[config.mk]
export PLATFORM = sky130hd
export DESIGN_NAME = load_multiple_expander_flat
export DESIGN_NICKNAME = d
export VERILOG_FILES = /design/src/rtl/lme_pkg.sv /design/src/rtl/lme_in_if.sv /design/src/rtl/lme_out_if.sv /design/src/rtl/lme_check.sv /design/src/rtl/load_multiple_expander.sv /design/src/flat_wrapper.sv
export VERILOG_INCLUDE_DIRS = /design/src /design/src/rtl
export SDC_FILE = /design/constraint.sdc
export NUM_CORES = 1
export LEC_CHECK = 0
export BUFFER_PORTS_ARGS = -buffer_cell sky130_fd_sc_hd__buf_2
export CELL_PAD_IN_SITES_DETAIL_PLACEMENT = 0
export CELL_PAD_IN_SITES_GLOBAL_PLACEMENT = 2
export CORE_MARGIN = 8
export CORE_UTILIZATION = 39
export DETAILED_ROUTE_END_ITERATION = 8
export HOLD_SLACK_MARGIN = 0.05
export PLACE_DENSITY = 0.91
export SLEW_MARGIN = 20
export SYNTH_ARGS = -nofsm -noshare
export SYNTH_HDL_FRONTEND = slang
export SYNTH_HIERARCHICAL = 1
export SYNTH_SLANG_ARGS = --single-unit
export TNS_END_PERCENT = 50
[constraint.sdc]
create_clock -name clk -period 18.93 [get_ports clk]
set_clock_uncertainty 0.1 [all_clocks]
set_input_delay 0.9465 -clock clk [delete_from_list [all_inputs] [get_ports clk]]
set_output_delay 0.9465 -clock clk [all_outputs]
set_load 0.02 [all_outputs]
[src/rtl/load_multiple_expander_macros.svh]
`ifndef LOAD_MULTIPLE_EXPANDER_MACROS_SVH
`define LOAD_MULTIPLE_EXPANDER_MACROS_SVH

// same-cycle implication, checked outside reset
`define LME_ASSERT_NOW(label, ante, cons, msg) \
    label: assert property (@(posedge clk) disable iff (!rst_n) (ante) |-> (cons)) \
        else $error(msg);

// next-cycle implication, checked outside reset
`define LME_ASSERT_NEXT(label, ante, cons, msg) \
    label: assert property (@(posedge clk) disable iff (!rst_n) (ante) |=> (cons)) \
        else $error(msg);

`endif

[src/rtl/lme_pkg.sv]
package lme_pkg;

    localparam int unsigned WORD_W  = 32;
    localparam int unsigned REG_W   = 4;
    localparam int unsigned LIST_W  = 15;

    localparam logic [REG_W-1:0]  REG_SP    = 4'hd;
    localparam logic [REG_W-1:0]  REG_PC    = 4'hf;
    localparam logic [WORD_W-1:0] WORD_STEP = 32'd4;

    typedef enum logic [1:0] {
        KIND_LOAD    = 2'd0,
        KIND_WBACK   = 2'd1,
        KIND_UNPRED  = 2'd2,
        KIND_NOTIMPL = 2'd3
    } kind_t;

    typedef struct packed {
        logic              bad;
        logic              pc;
        logic              wback;
        logic [REG_W-1:0]  rn;
        logic [LIST_W-1:0] list;
    } lme_dec_t;

endpackage

[src/rtl/lme_in_if.sv]
interface lme_in_if import lme_pkg::*; ();
    logic              valid;
    logic              ready;
    logic [WORD_W-1:0] inst;
    logic [WORD_W-1:0] base_value;
    logic              in_it_block;
    logic              last_in_it_block;

    modport source (output valid, inst, base_value, in_it_block, last_in_it_block,
                    input ready);
    modport sink   (input valid, inst, base_value, in_it_block, last_in_it_block,
                    output ready);
endinterface

[src/rtl/lme_out_if.sv]
interface lme_out_if import lme_pkg::*; ();
    logic              valid;
    logic              ready;
    kind_t             kind;
    logic [REG_W-1:0]  reg_index;
    logic [WORD_W-1:0] word_value;
    logic              last;

    modport source (output valid, kind, reg_index, word_value, last, input ready);
    modport sink   (input valid, kind, reg_index, word_value, last, output ready);
endinterface

[src/rtl/lme_check.sv]
module lme_check import lme_pkg::*; (
    input  logic [WORD_W-1:0] inst,
    input  logic              in_it_block,
    input  logic              last_in_it_block,
    output lme_dec_t          dec
);

    logic [15:0]      regs;
    logic [REG_W-1:0] rn;
    logic             w;
    logic             p;
    logic             m;
    logic             few;
    logic             rn_listed;

    assign p         = inst[15];
    assign m         = inst[14];
    assign rn        = inst[19:16];
    assign w         = inst[21];
    assign regs      = {p, m, 1'b0, inst[12:0]};
    assign few       = (regs & (regs - 16'd1)) == 16'd0;
    assign rn_listed = regs[rn];

    always_comb
    begin
        dec.pc    = p;
        dec.wback = w;
        dec.rn    = rn;
        dec.list  = regs[LIST_W-1:0];
        dec.bad   = (w && (rn == REG_SP)) || (rn == REG_PC) || few || (p && m)
                    || (p && in_it_block && !last_in_it_block) || (w && rn_listed);
    end

endmodule

[src/rtl/load_multiple_expander.sv]
// Expands one Thumb-2 LDM (T2) instruction into a stream of result transactions:
// an unpredictable encoding gives one error result; otherwise one load per listed
// register 0..14 in ascending order with addresses base, base+4, ..., closed by a
// PC not-implemented result or a base writeback when those apply, with last set on
// the final result. The register list is scanned one bit per cycle from a shift
// register, so an instruction passes through an acceptance step, a scan step per
// list position up to the highest listed register (at most 15 positions), and a
// closing step for a PC or writeback result; an error result needs only acceptance.
// Output stalls hold the scan. A new instruction is taken after the scan and any
// closing result, when the output register is empty or read in the same cycle.
`include "load_multiple_expander_macros.svh"

module load_multiple_expander import lme_pkg::*; (
    input  logic      clk,
    input  logic      rst_n,
    lme_in_if.sink    req,
    lme_out_if.source rsp
);

    typedef enum logic [1:0] {
        ST_IDLE,
        ST_SCAN,
        ST_FINAL
    } state_t;

    state_t            state_reg,  state_next;
    logic [LIST_W-1:0] list_reg,   list_next;
    logic [REG_W-1:0]  idx_reg,    idx_next;
    logic [WORD_W-1:0] addr_reg,   addr_next;
    logic              pc_reg,     pc_next;
    logic              wb_reg,     wb_next;
    logic [REG_W-1:0]  rn_reg,     rn_next;
    logic              valid_reg,  valid_next;
    kind_t             kind_reg,   kind_next;
    logic [REG_W-1:0]  ridx_reg,   ridx_next;
    logic [WORD_W-1:0] word_reg,   word_next;
    logic              last_reg,   last_next;

    lme_dec_t dec;
    logic     out_free;
    logic     emit;
    logic     rest_empty;

    lme_check u_check (
        .inst             (req.inst),
        .in_it_block      (req.in_it_block),
        .last_in_it_block (req.last_in_it_block),
        .dec              (dec)
    );

    assign out_free   = !valid_reg || rsp.ready;
    assign rest_empty = list_reg[LIST_W-1:1] == '0;
    assign req.ready  = (state_reg == ST_IDLE) && out_free;

    assign rsp.valid      = valid_reg;
    assign rsp.kind       = kind_reg;
    assign rsp.reg_index  = ridx_reg;
    assign rsp.word_value = word_reg;
    assign rsp.last       = last_reg;

    always_comb
    begin
        state_next = state_reg;
        list_next  = list_reg;
        idx_next   = idx_reg;
        addr_next  = addr_reg;
        pc_next    = pc_reg;
        wb_next    = wb_reg;
        rn_next    = rn_reg;
        emit       = 1'b0;
        kind_next  = kind_reg;
        ridx_next  = ridx_reg;
        word_next  = word_reg;
        last_next  = last_reg;
        case (state_reg)
            ST_IDLE:
            begin
                if (req.valid && out_free)
                begin
                    if (dec.bad)
                    begin
                        emit      = 1'b1;
                        kind_next = KIND_UNPRED;
                        ridx_next = '0;
                        word_next = '0;
                        last_next = 1'b1;
                    end
                    else
                    begin
                        list_next  = dec.list;
                        idx_next   = '0;
                        addr_next  = req.base_value;
                        pc_next    = dec.pc;
                        wb_next    = dec.wback;
                        rn_next    = dec.rn;
                        state_next = ST_SCAN;
                    end
                end
            end
            ST_SCAN:
            begin
                if (out_free)
                begin
                    if (list_reg[0])
                    begin
                        emit      = 1'b1;
                        kind_next = KIND_LOAD;
                        ridx_next = idx_reg;
                        word_next = addr_reg;
                        last_next = rest_empty && !pc_reg && !wb_reg;
                        addr_next = addr_reg + WORD_STEP;
                    end
                    list_next = list_reg >> 1;
                    idx_next  = idx_reg + 4'd1;
                    if (rest_empty)
                    begin
                        state_next = (pc_reg || wb_reg) ? ST_FINAL : ST_IDLE;
                    end
                end
            end
            ST_FINAL:
            begin
                if (out_free)
                begin
                    emit       = 1'b1;
                    kind_next  = pc_reg ? KIND_NOTIMPL : KIND_WBACK;
                    ridx_next  = pc_reg ? REG_PC : rn_reg;
                    word_next  = pc_reg ? '0 : addr_reg;
                    last_next  = 1'b1;
                    state_next = ST_IDLE;
                end
            end
            default:
            begin
                state_next = ST_IDLE;
            end
        endcase
        valid_next = emit || (valid_reg && !rsp.ready);
    end

    always_ff @(posedge clk or negedge rst_n)
    begin
        if (!rst_n)
        begin
            state_reg <= ST_IDLE;
            valid_reg <= 1'b0;
        end
        else
        begin
            state_reg <= state_next;
            valid_reg <= valid_next;
        end
    end

    always_ff @(posedge clk)
    begin
        list_reg <= list_next;
        idx_reg  <= idx_next;
        addr_reg <= addr_next;
        pc_reg   <= pc_next;
        wb_reg   <= wb_next;
        rn_reg   <= rn_next;
        if (emit)
        begin
            kind_reg <= kind_next;
            ridx_reg <= ridx_next;
            word_reg <= word_next;
            last_reg <= last_next;
        end
    end

    `LME_ASSERT_NOW(a_scan_nonempty, state_reg == ST_SCAN, list_reg != '0, "scan with empty list")
    `LME_ASSERT_NEXT(a_good_enters_scan, req.valid && req.ready && !dec.bad, state_reg == ST_SCAN, "accepted instruction did not start scan")
    `LME_ASSERT_NEXT(a_final_emits_last, state_reg == ST_FINAL && out_free, rsp.valid && rsp.last && state_reg == ST_IDLE, "closing result missing")
    `LME_ASSERT_NOW(a_final_needs_tail, state_reg == ST_FINAL, pc_reg || wb_reg, "closing state without pc or writeback")

endmodule

[src/flat_wrapper.sv]
// flat-port wrapper written by rule: the top's interface ports become plain ports
module load_multiple_expander_flat import lme_pkg::*;
  (clk, rst_n, req_valid, req_inst, req_base_value, req_in_it_block, req_last_in_it_block, req_ready, rsp_valid, rsp_kind, rsp_reg_index, rsp_word_value, rsp_last, rsp_ready);
  lme_in_if req_i ();
  lme_out_if rsp_i ();
  input  logic clk;
  input  logic rst_n;
  input wire logic [$bits(req_i.valid)-1:0] req_valid;
  input wire logic [$bits(req_i.inst)-1:0] req_inst;
  input wire logic [$bits(req_i.base_value)-1:0] req_base_value;
  input wire logic [$bits(req_i.in_it_block)-1:0] req_in_it_block;
  input wire logic [$bits(req_i.last_in_it_block)-1:0] req_last_in_it_block;
  output wire logic [$bits(req_i.ready)-1:0] req_ready;
  output wire logic [$bits(rsp_i.valid)-1:0] rsp_valid;
  output wire logic [$bits(rsp_i.kind)-1:0] rsp_kind;
  output wire logic [$bits(rsp_i.reg_index)-1:0] rsp_reg_index;
  output wire logic [$bits(rsp_i.word_value)-1:0] rsp_word_value;
  output wire logic [$bits(rsp_i.last)-1:0] rsp_last;
  input wire logic [$bits(rsp_i.ready)-1:0] rsp_ready;
  assign req_i.valid = req_valid;
  assign req_i.inst = req_inst;
  assign req_i.base_value = req_base_value;
  assign req_i.in_it_block = req_in_it_block;
  assign req_i.last_in_it_block = req_last_in_it_block;
  assign req_ready = req_i.ready;
  assign rsp_valid = rsp_i.valid;
  assign rsp_kind = rsp_i.kind;
  assign rsp_reg_index = rsp_i.reg_index;
  assign rsp_word_value = rsp_i.word_value;
  assign rsp_last = rsp_i.last;
  assign rsp_i.ready = rsp_ready;
  load_multiple_expander u_core (.clk(clk), .rst_n(rst_n), .req(req_i), .rsp(rsp_i));
endmodule
==> results of run 1 <==
==> synth_stat cells, types with 8 or more instances <==
master | count | area share
nor2_1 | 40 | 0.029
xor2_1 | 22 | 0.038
nand4_1 | 10 | 0.012
nor2b_1 | 8 | 0.0098
nand3_1 | 15 | 0.015
ha_1 | 8 | 0.020
mux2_2 | 17 | 0.037
nand2_1 | 18 | 0.013
and2_1 | 35 | 0.043
a21oi_1 | 30 | 0.029
edfxtp_1 | 96 | 0.56
buf_4 | 21 | 0.031
clkbuf_1 | 9 | 0.0066
==> kinds of logic after synthesis <==
family / share of synthesized area
compound gates: 0.07089
other cells: 0.0007326
xor+xnor: 0.04962
fa+ha+maj: 0.02542
simple gates: 0.1672
flops: 0.5779
buf+inv: 0.05353
mux: 0.05475
==> stage by stage <==
step	cells	util	setup WS (ps)
global placement	661	0.4306	14430
finish	675	0.4521	14660
floorplan	420	-	9446
CTS	675	0.4521	14660
global route	675	0.4521	14430
detailed placement	661	0.4306	14290
==> metal layers <==
| layer | up-vias | share of wire |
|---|---|---|
| li1 | 1667 | - |
| met1 | 1628 | 0.45 |
| met2 | 75 | 0.48 |
| met3 | 10 | 0.061 |
| met4 | 0 | 0.010 |
| met5 | - | 0 |
==> critical path: stages <==
cell,delay [ps]
buf_2,120
or3_4,390
or4b_4,510
o32ai_1,130
o211ai_1,120
o211ai_1,390
nand3_1,130
a21o_1,200
a2111oi_2,660
buf_4,540
==> power breakdown <==
part           leakage [nW]  internal, mW  switching (mW)
Sequential            0.934         0.390          0.0586
Clock                 0.135         0.101          0.0760
Combinational          1.09         0.137           0.233
==> placed cells by master, fill, tap and decap left out, drive strengths merged, types with 3 or more instances in the layout <==
| cell | synthesis | layout |
|---|---|---|
| nor2b | 8 | 8 |
| a21boi | 4 | 4 |
| and2 | 36 | 36 |
| mux2i | 4 | 4 |
| nor3 | 6 | 6 |
| o211ai | 4 | 4 |
| o21a | 3 | 3 |
| nand4 | 11 | 11 |
| clkbuf | 9 | 10 |
| nand3 | 15 | 15 |
| o21ai | 7 | 7 |
| a31oi | 3 | 3 |
| edfxtp | 96 | 96 |
| nor4 | 5 | 5 |
| dfrtp | 3 | 3 |
| a21oi | 30 | 30 |
| inv | 6 | 7 |
| nand2 | 18 | 18 |
| buf | 27 | 101 |
| nor2 | 40 | 40 |
| xnor2 | 7 | 7 |
| o32ai | 3 | 3 |
| ha | 8 | 8 |
| or3 | 3 | 3 |
| and3 | 7 | 7 |
| xor2 | 22 | 22 |
| maj3 | 3 | 3 |
| mux2 | 17 | 17 |
==> how the worst max path moves through the flow <==
stage           startpoint                        end  slack, ps  depth (start not counted)
4_1_cts        req_inst[4]  u_core/rsp.word_value[26]      14660                         10
3_3_place_gp   req_inst[4]   u_core/rsp.word_value[2]      14430                         10
6_report       req_inst[4]  u_core/rsp.word_value[26]      14660                         10
5_1_grt        req_inst[4]  u_core/rsp.word_value[26]      14430                         10
2_1_floorplan  req_inst[4]         u_core/rsp.kind[0]       9450                          8
3_5_place_dp   req_inst[4]   u_core/rsp.word_value[3]      14290                         10
==> layout make-up <==
cell class                      instances  area, um^2
Clock buffer                           10       229.0
Clock inverter                          4       51.30
Fill cell                            1253        7141
Inverter                                6       22.52
Multi-Input combinational cell        279        1898
Sequential cell                        99        2958
Tap cell                              176       220.2
Timing Repair Buffer                  101       513.0
==> out/qor.yml, run 1 <==
dr.pass1.iters: 4
setup_viol: 0
worstSetupPathType: "in -> reg"
r2r_start: "u_core/state_reg[1]"
fin_crit_sh: 0.2254
hold_viol: 0
cts_buffers: 9
ctsHoldBuffers: 0
via_per_inst: 5.007
synth_edf_count: 96
drc: 0
fmax_mhz: 234.4
postLayoutCellArea_um2: 5892
ys_seq_area_frac: 0.5779
worst_pin_slew_ps: 949.8
cts.repair.resized: 0
max-cap-violations: 0
start_util: 0.3928
cts_tree: "yes"
setup.worst_path.end_class: "flop"
wl_um: 10980
track_usage: 0.1321
yosys_most_used_dff: "edfxtp_1"
syn-cell-area_um2: 5119
dpl_cell_area_um2: 5612
final_max_slew_viol_count: 0
ys_seq_elements: 99
coreArea_um2: 13030
die_h_um: 130.6
required_ps: 18810
grt_pass1_vias: 3372
cts_root_buf: "clkbuf_16"
portBuffers: 98
leakage_nw: 2.163
r2r_slack_ps: 15370
setup_tns_ps: 0
ys_warn_count: 6
grt_overflow_total: 0
route.vias.total: 3380
rows: 42
synth_cells: 420
outcome: "finished clean"
maxSlewHeadroom: 0.3668
diodes: 0
gr-usage-met3: 0.03774
gp_congestion: 0.7586
grtUsageMet1: 0.1704
fin_nets: 574
ys_types: 51
die_width_um: 130.6
vdd_ir_drop_max_uv: 78.28
hp-class: "in -> async"
cts_max_path_buffers: 2
grt_first_pass_wirelength_um: 17340
whs_ps: 291.8
path_clk_slew_ps: 60
drt_iter0_markers: 213
post-dp-hpwl_um: 7821
drive_gt1_frac: 0.2866
io_pins: 111
synthArstFlopShare: 0.03030
p_per_area_nw_per_um2: 169.0
syn_nets: 498
clkLatencyLatePin_ps: 340
syn2layout_area_growth_pct: 15.11
total_power_uw: 995.7
path_max_fanout: 35
h-tree-depth: 3
grt-busiest-layer: "met2"
grtUsageMet2: 0.2092
grt_max_degree: 94
avgSynthCellArea_um2: 12.19
drtAntennaViolNets: 0
rr_worst_depth: 7
cts_setup_buffers: 0
wl_per_cell_um: 16.27
worstReg2RegEnd: "u_core/rsp.word_value[26]"
min_period_ps: 4266
start_kind: "input pin"
cts_sinks: 99
antenna_found_initial: 0
rsz0062_at_grt: "no"
die-area_um2: 17050
arrival_ps: 4150
(Power assumes the default switching activity.)
==> run 2: changes to the inputs <==
- CORE_UTILIZATION: 39 -> 36
- PLACE_DENSITY: 0.91 -> 0.85
- clock period: 18.93 -> 4.26 ns (I/O delays scaled with it)
==> run 2 against run 1 <==
Compared with the run above:
- sequential share of layout area is 0.84 points lower
- total power grew to 4.5 times the previous value
- final cell count is 2.1% higher
- register-to-register slack worse by 14000 ps
- final area is 1.7% higher
- critical path depth stayed put
- die area is 7.3% higher
- highest routed layer unchanged
==> out/qor.yml, run 2 (same netlist as run 1, synthesis figures left out) <==
outcome: "finished clean"
finalNonFillerCells: 689  # +2.1%
grt_pass1_vias: 3516  # +4.3%
die_h_um: 135.2  # +3.6%
hold_viol: 0  # unchanged
leakage_nw: 2.203  # +1.8%
fmax_mhz: 333.3
clkLatencyLatePin_ps: 350  # about the same
coreArea_um2: 13880  # +6.5%
power_switching_mw: 1.701  # +360%
rows: 43  # +2.4%
cts_tree: "yes"
cts_sinks: 99  # unchanged
post-place-ws_ps: 907.6  # -13390 ps
path_max_fanout: 27  # -23%
seqPwrFrac: 0.445  # -0.005
fin_crit_sh: 0.7042
path_clk_slew_ps: 70  # about the same
drive_gt1_frac: 0.2908  # +0.004193
grt_first_pass_wirelength_um: 18130  # +4.5%
io_pins: 111  # unchanged
dp_cells: 667  # +0.91%
wl_per_cell_um: 16.62  # +2.2%
worstSetupPathType: "in -> reg"
start_util: 0.3688  # -0.02400
drt_iter0_markers: 224  # +5.2%
drtAntennaViolNets: 0  # unchanged
power_frac_clock: 0.173  # -0.005
final_cell_mix: "buf_2, edfxtp_1, nor2_1"
hp-class: "in -> reg"
whs_ps: 66.43  # -225.3 ps
maxSlewHeadroom: 0.4973  # +0.1305
die-area_um2: 18290  # +7.3%
grt_overflow_total: 0  # unchanged
h-tree-depth: 3  # unchanged
required_ps: 4180  # -14630 ps
grt_max_degree: 64  # -32%
total_power_mw: 4.473  # +350%
rsz0062_at_grt: "no"
finish.utilization: 0.4317  # -0.02042
track_usage: 0.1258  # -0.006333
dpl_cell_area_um2: 5654  # +0.76%
p_sw_frac: 0.3803  # +0.01059
fill_cells: 1308  # +4.4%
p_per_area_nw_per_um2: 746.5  # +340%
dr.pass1.iters: 5  # +1
setup_tns_ps: 0  # unchanged
die_width_um: 135.2  # +3.6%
final_max_slew_viol_count: 0  # unchanged
post-dp-hpwl_um: 8238  # +5.3%
gp_congestion: 0.7787  # +2.6%
route.vias.total: 3418  # +1.1%
comb_power_share: 0.382  # +0.010
wl_um: 11450  # +4.3%
fin_nets: 582  # +1.4%
worst_pin_slew_ps: 753.2  # -196.6 ps
via_per_inst: 4.961  # -0.93%
syn2layout_area_growth_pct: 17.06
cts_max_path_buffers: 2  # unchanged
portBuffers: 98  # unchanged
diodes: 0  # unchanged
start_kind: "input pin"
max-cap-violations: 0  # unchanged
internal_power_mw: 2.772  # +340%
final_common_cell: "buf_2"
cts_buffers: 9  # unchanged
vdd_ir_drop_max_uv: 332.0  # +320%
fin_ws_ps: 1260  # -13400 ps
arrival_ps: 2920  # -1230 ps
setup_viol: 0  # unchanged
cts_root_buf: "clkbuf_16"
antenna_found_initial: 0  # unchanged
setup.worst_path.end_class: "flop"
drc: 0  # unchanged
postLayoutCellArea_um2: 5992  # +1.7%
min_period_ps: 3000
-- run 2: per-layer routing --
layer	global-route usage	share of wire	up-vias
met3	0.03450	0.062	14
li1	-	-	1682
met1	0.1584	0.44	1625
met2	0.2000	0.48	97
met5	0	0	-
met4	0.05182	0.015	0
-- run 2: area by class of cell --
cell class	count	area, um^2	share of cell area
sequential	99	2958	0.4936
multi-input combinational	279	1921	0.3205
timing repair buffer	109	588.1	0.09814
clock buffer	9	225.2	0.03759
tap	180	225.2	0.03759
clock inverter	7	52.55	0.008770
inverter	6	22.52	0.003759
-- run 2: critical path, stage by stage --
cell and delay (ps):
buf_2 120, or3_4 390, or4b_4 500, o32ai_1 140
o211ai_1 120, o211ai_1 320, nand3_1 140, a21o_1 210
a2111oi_4 350, buf_4 400
-- run 2: final timing paths --
| check | from | to | slack, ps | cells past startpoint |
|---|---|---|---|---|
| max | req_inst[4] | u_core/rsp.word_value[16] | 1260 | 10 |
| min | req_base_value[0] | u_core/addr_reg[0] | 70 | 2 |
| max reg2reg | u_core/state_reg[1] | u_core/rsp.word_value[4] | 1700 | 6 |
| min reg2reg | u_core/addr_reg[0] | u_core/rsp.word_value[0] | 430 | 1 |
| max in group asynchronous | rst_n | u_core/state_reg[1] | 3850 | 2 |
| min in group asynchronous | rst_n | u_core/rsp.valid | 90 | 2 |
-- run 2: repair_timing --
action                    4_1_cts  5_1_grt
hold endpoints to repair        8        0
gates resized for setup         0        0
buffers inserted                0        0
hold buffers                    6        0
-- run 2: power by group through the flow --
stage,clock network [mW],registers [mW],logic [mW]
2_1_floorplan,0,2.13,1.10
3_3_place_gp,0,1.99,1.70
3_5_place_dp,0,2.02,1.73
4_1_cts,0.792,2.00,1.74
5_1_grt,0.832,2.04,1.89
6_report,0.774,1.99,1.71
==> run 3: changes to the inputs <==
- clock period: 4.26 -> 2.8 ns (I/O delays scaled with it)
==> run 3 against run 2 <==
Compared with the run above:
- non-clock buffer count grew 44
- global-route usage grew 0.54 points
- worst setup slack lost 1100 ps
- via count grew 5.4%
- final cell count grew 6.4%
- sequential cell count is the same
- register-to-register slack lost 1100 ps
- routed wire length grew 3.2%
==> out/qor.yml, run 3 (same netlist as run 1, synthesis figures left out) <==
die-area_um2: 18290  # unchanged
h-tree-depth: 3  # unchanged
critical_path.cell_chain: "dlygate4sd3_1 -> clkbuf_4 -> mux4_2 -> nor2_1 -> a31oi_1 -> a31oi_1 -> o211ai_1 -> nor2b_1 -> buf_4 -> nand2_1 -> a22o_1 -> or4_1 -> nand3_1"
dr.pass1.iters: 5  # unchanged
hold_viol: 0  # unchanged
grt_overflow_total: 0  # unchanged
whs_ps: 52.50  # -13.93 ps
grt_max_degree: 49  # -23%
via_per_inst: 4.915  # -0.92%
p_per_area_nw_per_um2: 1072  # +44%
worst_pin_slew_ps: 630.0  # -123.2 ps
setup_viol: 0  # unchanged
grt_pass1_vias: 3620  # +3.0%
cts_max_path_buffers: 2  # unchanged
fill_cells: 1302  # -0.46%
dpl_cell_area_um2: 5779  # +2.2%
path_delay_family: "simple AND/OR/NAND/NOR gates"
postLayoutCellArea_um2: 6427  # +7.3%
syn2layout_area_growth_pct: 25.57
maxSlewHeadroom: 0.5785  # +0.08116
final_common_cell: "buf_2"
grt_first_pass_wirelength_um: 18740  # +3.4%
critPathCapture: "u_core/state_reg[1]"
drtAntennaViolNets: 0  # unchanged
coreArea_um2: 13880  # unchanged
start_kind: "input pin"
wl_per_cell_um: 16.13  # -3.0%
drt_iter0_markers: 242  # +8.0%
track_usage: 0.1312  # +0.005360
r2r_slack_ps: 630  # -1070 ps
vdd_ir_drop_max_uv: 567.4  # +71%
regArea_um2: 2958  # unchanged
fmax_mhz: 383.4
critPathSlowestCell: "dlygate4sd3_1"
post-dp-hpwl_um: 8495  # +3.1%
setup_tns_ps: 0  # unchanged
cts_buffers: 9  # unchanged
worstSetupPathType: "in -> reg"
fin_crit_sh: 0.9314
route.vias.total: 3603  # +5.4%
path_depth: 13  # +3
multi_input_area_um2: 1911  # -0.52%
io_pins: 111  # unchanged
wl_um: 11820  # +3.2%
drive_gt1_frac: 0.2893  # -0.001435
cp_slowest_stage_delay_ps: 520  # +20 ps
cpMostUsedCell: "a31oi_1"
finalNonFillerCells: 733  # +6.4%
clkLatencyLatePin_ps: 350  # about the same
die_width_um: 135.2  # unchanged
final_max_slew_viol_count: 0  # unchanged
setup.worst_path.end_class: "flop"
rr_worst_depth: 6  # unchanged
required_ps: 2980  # -1200 ps
drc: 0  # unchanged
hp-class: "in -> reg"
rsz0062_at_grt: "no"
arrival_ps: 2790  # -130 ps
outcome: "finished clean"
path_clk_slew_ps: 60  # about the same
diodes: 0  # unchanged
cts_root_buf: "clkbuf_16"
crit_buf_inv: 3  # +1
fin_nets: 626  # +7.6%
max-cap-violations: 0  # unchanged
rows: 43  # unchanged
crit_start: "req_inst[17]"
portBuffers: 98  # unchanged
path_max_fanout: 8  # -70%
leakage_nw: 2.398  # +8.9%
die_h_um: 135.2  # unchanged
worstReg2RegEnd: "u_core/rsp.word_value[2]"
cts_setup_buffers: 0  # unchanged
dp_cells: 680  # +1.9%
cts_tree: "yes"
min_period_ps: 2608
cts_sinks: 99  # unchanged
start_util: 0.3688  # unchanged
antenna_found_initial: 0  # unchanged
r2r_start: "u_core/state_reg[1]"
final_cell_mix: "buf_2, edfxtp_1, nor2_1"
gp_congestion: 0.7687  # -1.3%
[run 3: cell types whose count changed in the layout (fill, tap and decap cells not counted)]
cell / before / now
dlygate4sd3_1: 6 / 37
buf_4: 5 / 15
buf_12: 0 / 3
buf_2: 98 / 97
clkbuf_4: 0 / 1
clkinv_1: 0 / 1
clkinv_2: 2 / 1
clkinv_4: 2 / 1
clkinvlp_4: 1 / 2
ha_2: 0 / 1
ha_4: 1 / 0
[run 3: layer usage]
layer,track usage,up-vias,part of all wire
met1,0.1559,1742,0.43
met2,0.2173,80,0.49
met5,0,-,0
met3,0.04822,12,0.064
met4,0.03886,0,0.012
li1,-,1769,-
[run 3: how the worst min path moves through the flow]
stage	startpoint	endpoint	slack, ps	cells after the start
2_1_floorplan	rst_n	u_core/rsp.valid	-260	0
3_3_place_gp	rst_n	u_core/rsp.valid	-150	1
3_5_place_dp	rst_n	u_core/rsp.valid	-150	1
4_1_cts	req_base_value[29]	u_core/addr_reg[29]	50	3
5_1_grt	req_inst[11]	u_core/list_reg[11]	70	2
6_report	req_base_value[29]	u_core/addr_reg[29]	50	3
[run 3: power by group]
part	internal [mW]	leakage (nW)	switching, mW	total (mW)
sequential	2.63	0.934	0.392	3.02
combinational	1.08	1.33	1.64	2.72
clock	0.605	0.130	0.543	1.15
[run 3: through the flow]
step | setup slack [ps] | power [mW] | utilization
after floorplan | -864.4 | 4.918 | -
after global placement | -109.6 | 5.672 | 0.4164
after detailed placement | -176.3 | 5.768 | 0.4164
after CTS | 166.7 | 6.977 | 0.4629
after global routing | 1.766 | 7.353 | 0.4630
final | 192.0 | 6.889 | 0.4630
[run 3: cell type report]
type | instances | area share
clock buffers | 9 | 0.03504
multi-input cells | 279 | 0.2973
clock inverters | 7 | 0.007787
flip-flops and latches | 99 | 0.4602
well taps | 180 | 0.03504
inverters | 6 | 0.003504
repair buffers | 153 | 0.1612
[run 3: repair_timing]
| item | 4_1_cts | 5_1_grt |
|---|---|---|
| hold buffers | 37 | 0 |
| endpoints found under the hold margin | 38 | 0 |
| setup endpoints to repair | 0 | 1 |
| resized for setup | 0 | 1 |
[run 3: worst min-delay path, delay by kind of cell]
kind,cells,cell delay [ps]
simple gates,1,40
compound gates,1,110
buf+inv,1,80
